### config.mk
export PLATFORM = sky130hd
export DESIGN_NAME = mvpm_div
export DESIGN_NICKNAME = d
export VERILOG_FILES = /design/src/multi_voice_pcm_mixer_macros.svh /design/src/mvpm_pkg.sv /design/src/mvpm_div.sv
export SDC_FILE = /design/constraint.sdc
export NUM_CORES = 1
export LEC_CHECK = 0
export ABC_AREA = 1
export BUFFER_PORTS_ARGS = -buffer_cell sky130_fd_sc_hd__buf_2
export CAP_MARGIN = 20
export CORE_MARGIN = 1.5
export CORE_UTILIZATION = 45
export DETAILED_ROUTE_END_ITERATION = 8
export PLACE_DENSITY = 0.84
export SETUP_SLACK_MARGIN = 0.3
export SLEW_MARGIN = 20
export SYNTH_ARGS = -nofsm -noshare
export SYNTH_HDL_FRONTEND = slang
export SYNTH_SLANG_ARGS = --single-unit
### constraint.sdc
create_clock -name clk -period 1.9 [get_ports clk]
set_input_delay 0.095 -clock clk [delete_from_list [all_inputs] [get_ports clk]]
set_output_delay 0.095 -clock clk [all_outputs]
set_load 0.02 [all_outputs]
### src/multi_voice_pcm_mixer_macros.svh
// ----------------------------------------------------------------------------
// multi_voice_pcm_mixer_macros
// assertion helpers shared by the mixer rtl
// ----------------------------------------------------------------------------
`ifndef MULTI_VOICE_PCM_MIXER_MACROS_SVH
`define MULTI_VOICE_PCM_MIXER_MACROS_SVH

// same-cycle implication
`define MVPM_ASSERT_NOW(label, ck, rn, ante, cons, msg) \
    label: assert property (@(posedge ck) disable iff (!rn) (ante) |-> (cons)) \
        else $error(msg);

// next-cycle implication
`define MVPM_ASSERT_NEXT(label, ck, rn, ante, cons, msg) \
    label: assert property (@(posedge ck) disable iff (!rn) (ante) |=> (cons)) \
        else $error(msg);

`endif

### src/mvpm_pkg.sv
// ----------------------------------------------------------------------------
// mvpm_pkg
// types and constants of the pcm mixer
// ----------------------------------------------------------------------------
package mvpm_pkg;

    localparam int DIV_NUM_W = 34;
    localparam int DIV_DEN_W = 18;

    typedef enum logic [3:0] {
        CMD_LOAD      = 4'd0,
        CMD_DEFINE    = 4'd1,
        CMD_PLAY      = 4'd2,
        CMD_MUSIC     = 4'd3,
        CMD_STOP      = 4'd4,
        CMD_MSTOP     = 4'd5,
        CMD_PAUSE     = 4'd6,
        CMD_MPAUSE    = 4'd7,
        CMD_RESUME    = 4'd8,
        CMD_MRESUME   = 4'd9,
        CMD_GAIN      = 4'd10,
        CMD_MGAIN     = 4'd11,
        CMD_MLOOP     = 4'd12,
        CMD_STOPALL   = 4'd13,
        CMD_TICK      = 4'd14
    } cmd_t;

    typedef struct packed {
        logic [15:0] base;
        logic [15:0] frames;
        logic        is_stereo;
        logic [17:0] rate;
    } desc_t;

    typedef struct packed {
        logic [32:0] pos;
        logic [19:0] step;
        logic [15:0] gain;
        logic [15:0] base;
        logic [15:0] frames;
        logic [7:0]  id;
        logic [15:0] tag;
    } voice_t;

    typedef enum logic [13:0] {
        ST_IDLE   = 14'b00000000000001,
        ST_P_RD   = 14'b00000000000010,
        ST_P_DESC = 14'b00000000000100,
        ST_P_DIV  = 14'b00000000001000,
        ST_M_RD   = 14'b00000000010000,
        ST_M_CHK  = 14'b00000000100000,
        ST_T_RD   = 14'b00000001000000,
        ST_T_CHK  = 14'b00000010000000,
        ST_T_DIV  = 14'b00000100000000,
        ST_T_SL   = 14'b00001000000000,
        ST_T_SR   = 14'b00010000000000,
        ST_T_MUL  = 14'b00100000000000,
        ST_T_ACC  = 14'b01000000000000,
        ST_T_FIN  = 14'b10000000000000
    } state_t;

endpackage

### src/mvpm_div.sv
// ----------------------------------------------------------------------------
// mvpm_div
// restoring divider, one quotient bit per cycle
// ----------------------------------------------------------------------------
module mvpm_div
    import mvpm_pkg::*;
(
    input  logic                 clk,
    input  logic                 rst_n,
    input  logic                 start,
    input  logic [DIV_NUM_W-1:0] num,
    input  logic [DIV_DEN_W-1:0] den,
    output logic                 busy,
    output logic                 done,
    output logic [DIV_NUM_W-1:0] quo,
    output logic [DIV_DEN_W-1:0] rem
);

    localparam int CNT_W = $clog2(DIV_NUM_W + 1);

    logic [DIV_NUM_W-1:0] quo_reg;
    logic [DIV_DEN_W-1:0] rem_reg;
    logic [DIV_DEN_W-1:0] den_reg;
    logic [CNT_W-1:0]     cnt_reg;
    logic                 busy_reg;
    logic                 done_reg;

    logic [DIV_DEN_W:0]   trial;
    logic [DIV_DEN_W+1:0] diff;
    logic                 ge;

    // shift in the next dividend bit and try the subtract
    always_comb
    begin
        trial = {rem_reg, quo_reg[DIV_NUM_W-1]};
        diff  = {1'b0, trial} - {2'b00, den_reg};
        ge    = !diff[DIV_DEN_W+1];
    end

    always_ff @(posedge clk or negedge rst_n)
    begin
        if (!rst_n)
        begin
            busy_reg <= 1'b0;
            done_reg <= 1'b0;
            cnt_reg  <= '0;
        end
        else
        begin
            done_reg <= 1'b0;
            if (start && !busy_reg)
            begin
                busy_reg <= 1'b1;
                cnt_reg  <= CNT_W'(DIV_NUM_W);
            end
            else if (busy_reg)
            begin
                cnt_reg <= cnt_reg - CNT_W'(1);
                if (cnt_reg == CNT_W'(1))
                begin
                    busy_reg <= 1'b0;
                    done_reg <= 1'b1;
                end
            end
        end
    end

    always_ff @(posedge clk)
    begin
        if (start && !busy_reg)
        begin
            quo_reg <= num;
            rem_reg <= '0;
            den_reg <= den;
        end
        else if (busy_reg)
        begin
            quo_reg <= {quo_reg[DIV_NUM_W-2:0], ge};
            rem_reg <= ge ? diff[DIV_DEN_W-1:0] : trial[DIV_DEN_W-1:0];
        end
    end

    assign busy = busy_reg;
    assign done = done_reg;
    assign quo  = quo_reg;
    assign rem  = rem_reg;

endmodule

==> metrics.txt <==
max-slew violation count=0; FP Rows=36; share of the synthesized area in the top cell type=35.0%; Die Span Y=103 um; fmax=548 MHz; Core Footprint=9680 um2; overflow left after global routing=0; share of layout cells above drive strength 1=35.4%; most common cell in the netlist=nand2_1; max_cap viols=0; critical-path maximum fanout=3; Period Utilization, post-route=96.0%; dominant cells by area after synthesis=edfxtp_1, nand2_1, dfxtp_1; overall routing resource usage=25.9%; Final Routed Wirelength=13.1 mm; Leak Pwr=0.00324 uW; residual DRC count=0; HPWL after DPL=8.38 mm; clock latency on the worst-skew pair=0.36 ns; leading register cell type out of synthesis=edfxtp_1; Vias/cell=4.99; Synth Warn #=0; initial antenna violation count=0; number of buffers created by CTS=9; syn nets=654; CTS root buffer=clkbuf_8; CTS clock-pin slew for the worst setup and hold paths=0.10 ns; Setup Crit Path Kind=reg -> reg; RSZ-0062 raised after global routing=yes; Max Root-Sink Buffers=2; vias in the first global route=4,413; post-route cell area=6580 um2; global-route wire length before repair=20.9 mm; gp weighted congestion=0.919; CP required=2.17 ns; WL/cell=14.5 um; Final #Nets=840; Post-Syn Area=4460 um2; worst setup margin=0.0759 ns; Critical Path AT=2.09 ns; Post-synth top cells=nand2_1, inv_1, edfxtp_1, nand3_1, nor2_1; post-synth top area cell=edfxtp_1; status=finished, final reports clean; DP Area=5500 um2; EDFF count, synth=52; FILL cells=713; clock sink total=78; Worst-Margin Slew=0.592 ns; I/O Pins=109; Hold Crit Class=in -> reg; worst slack, placed=0.0400 ns; I/O Buffers=108; DR pass1 iterations=5; Worst slew margin=60.5%; VDD IR-drop max=0.000964 V; Finished Core Util=68.0%; Post-Synthesis Cells=578; count of cell types in the netlist=35; total vias in the final route=4,497; max FFs per register=34; CTS tree=yes; Setup crit end kind=flip-flop; chip width=103 um; power per cell area=1790 nW/um2; H-tree levels=3; post-route ant nets=0; Synth async-reset ratio=10.3%; final setup fails=0; Iter 0 DRT Violations=368; Avg Inst Size Synth=7.71 um2; Startpoint Class=flip-flop; Clock Skew=0.0107 ns; die area=10,500 um2; flops & latches, synth=78; min cycle time layout=1.82 ns; synthesis-to-finish area growth=47.8%; initial core utilization=46.0%; largest net degree at the start of global routing=38; Final Hold Fails=0; post-synthesis sequential area ratio=47.6%; # diodes=0
[worst max-delay path, cell delays in order (launching register included)]
cell and delay (ns):
edfxtp_1 0.37, inv_1 0.06, ha_2 0.20, fa_2 0.36, inv_2 0.09, nand3_2 0.09
nand3_4 0.09, nand2_2 0.07, nand2_4 0.09, nand2_2 0.05, nand3_1 0.06, nand3_1 0.08
nand3_1 0.07, nand2_1 0.04
[path summary, 6_finish.rpt]
check	endpoint	from	depth (start not counted)	slack [ns]
max in group asynchronous	busy	rst_n	2	1.61
min	quo[10]	num[10]	3	0.02
max reg2reg	rem[16]	quo[33]	13	0.08
min reg2reg	cnt_reg[5]	cnt_reg[5]	1	0.49
min in group asynchronous	done	rst_n	2	0.11
max	rem[16]	quo[33]	13	0.08
[where the power goes]
group	internal, uW	total, uW	switching, uW	leakage, uW
combinational	2870	7000	4130	0.00238
clock	625	1320	691	0.0000980
sequential	2800	3460	661	0.000763
total	6290	11800	5490	0.00324
[layout make-up]
cell class                      instances  area (um2)  area share [%]
Inverter                               88         337            5.11
Clock inverter                          7        82.6            1.25
Sequential cell                        78        2160            32.8
Tap cell                              133         166            2.53
Multi-Input combinational cell        399        2390            36.3
Timing Repair Buffer                  188        1330            20.1
Clock buffer                            9         124            1.88
[through the flow]
stage	setup TNS, ns	power (uW)	hold WS, ns	std cells
after floorplan	0	7590	-0.201	578
after global placement	0	9140	-0.0608	818
after detailed placement	0	9330	-0.0546	818
after CTS	0	11100	0.00371	894
after global routing	-0.230	12700	0.0261	902
final	0	11800	0.0199	902
[cells by family (layout without fill, tap and decap cells)]
| group | Yosys count | after routing | share of synthesized area, % |
|---|---|---|---|
| adders and majority gates | 21 | 21 | 6.07 |
| and+or+nand+nor | 342 | 342 | 32.0 |
| AOI/OAI and AO/OA | 29 | 29 | 3.96 |
| buffers and inverters | 101 | 292 | 8.96 |
| xor gates and xnor gates | 7 | 7 | 1.38 |
| DFF | 78 | 78 | 47.6 |
[metal layers]
| metal | global-route usage (%) | vias up | part of all wire [%] | wire length [um] |
|---|---|---|---|---|
| met1 | 32.4 | 2083 | 41 | 5370 |
| met3 | 5.63 | 19 | 7.7 | 1010 |
| met2 | 45.1 | 197 | 50 | 6470 |
| met5 | 0 | - | 0 | 0 |
| li1 | - | 2198 | - | - |
| met4 | 7.27 | 0 | 1.6 | 211 |
[placed cells by master, fill, tap and decap left out, types with 8 or more instances in the layout]
cell type      synthesis  final
inv_1                 86     70
buf_4                  0     25
nand2_4                0      8
clkbuf_8               0      9
nand2_1              248    220
ha_4                   0     16
dlygate4sd3_1          0     50
nand3_2                0      9
edfxtp_1              52     52
nand2_2                3     23
inv_2                  2     16
dfxtp_2                0      9
nand3_1               39     29
nor2_1                27     19
buf_2                  1    108
nand4_1               12     12
[what timing repair did]
item / in CTS / in global routing
hold endpoints to repair: 57 / 0
setup endpoints to repair: 19 / 19
buffers inserted: 10 / 7
hold buffers: 50 / 0
pin swaps: 3 / 13
cloned: 0 / 1
resized for setup: 16 / 56
No activity file was read; power rests on OpenSTA's default activity.
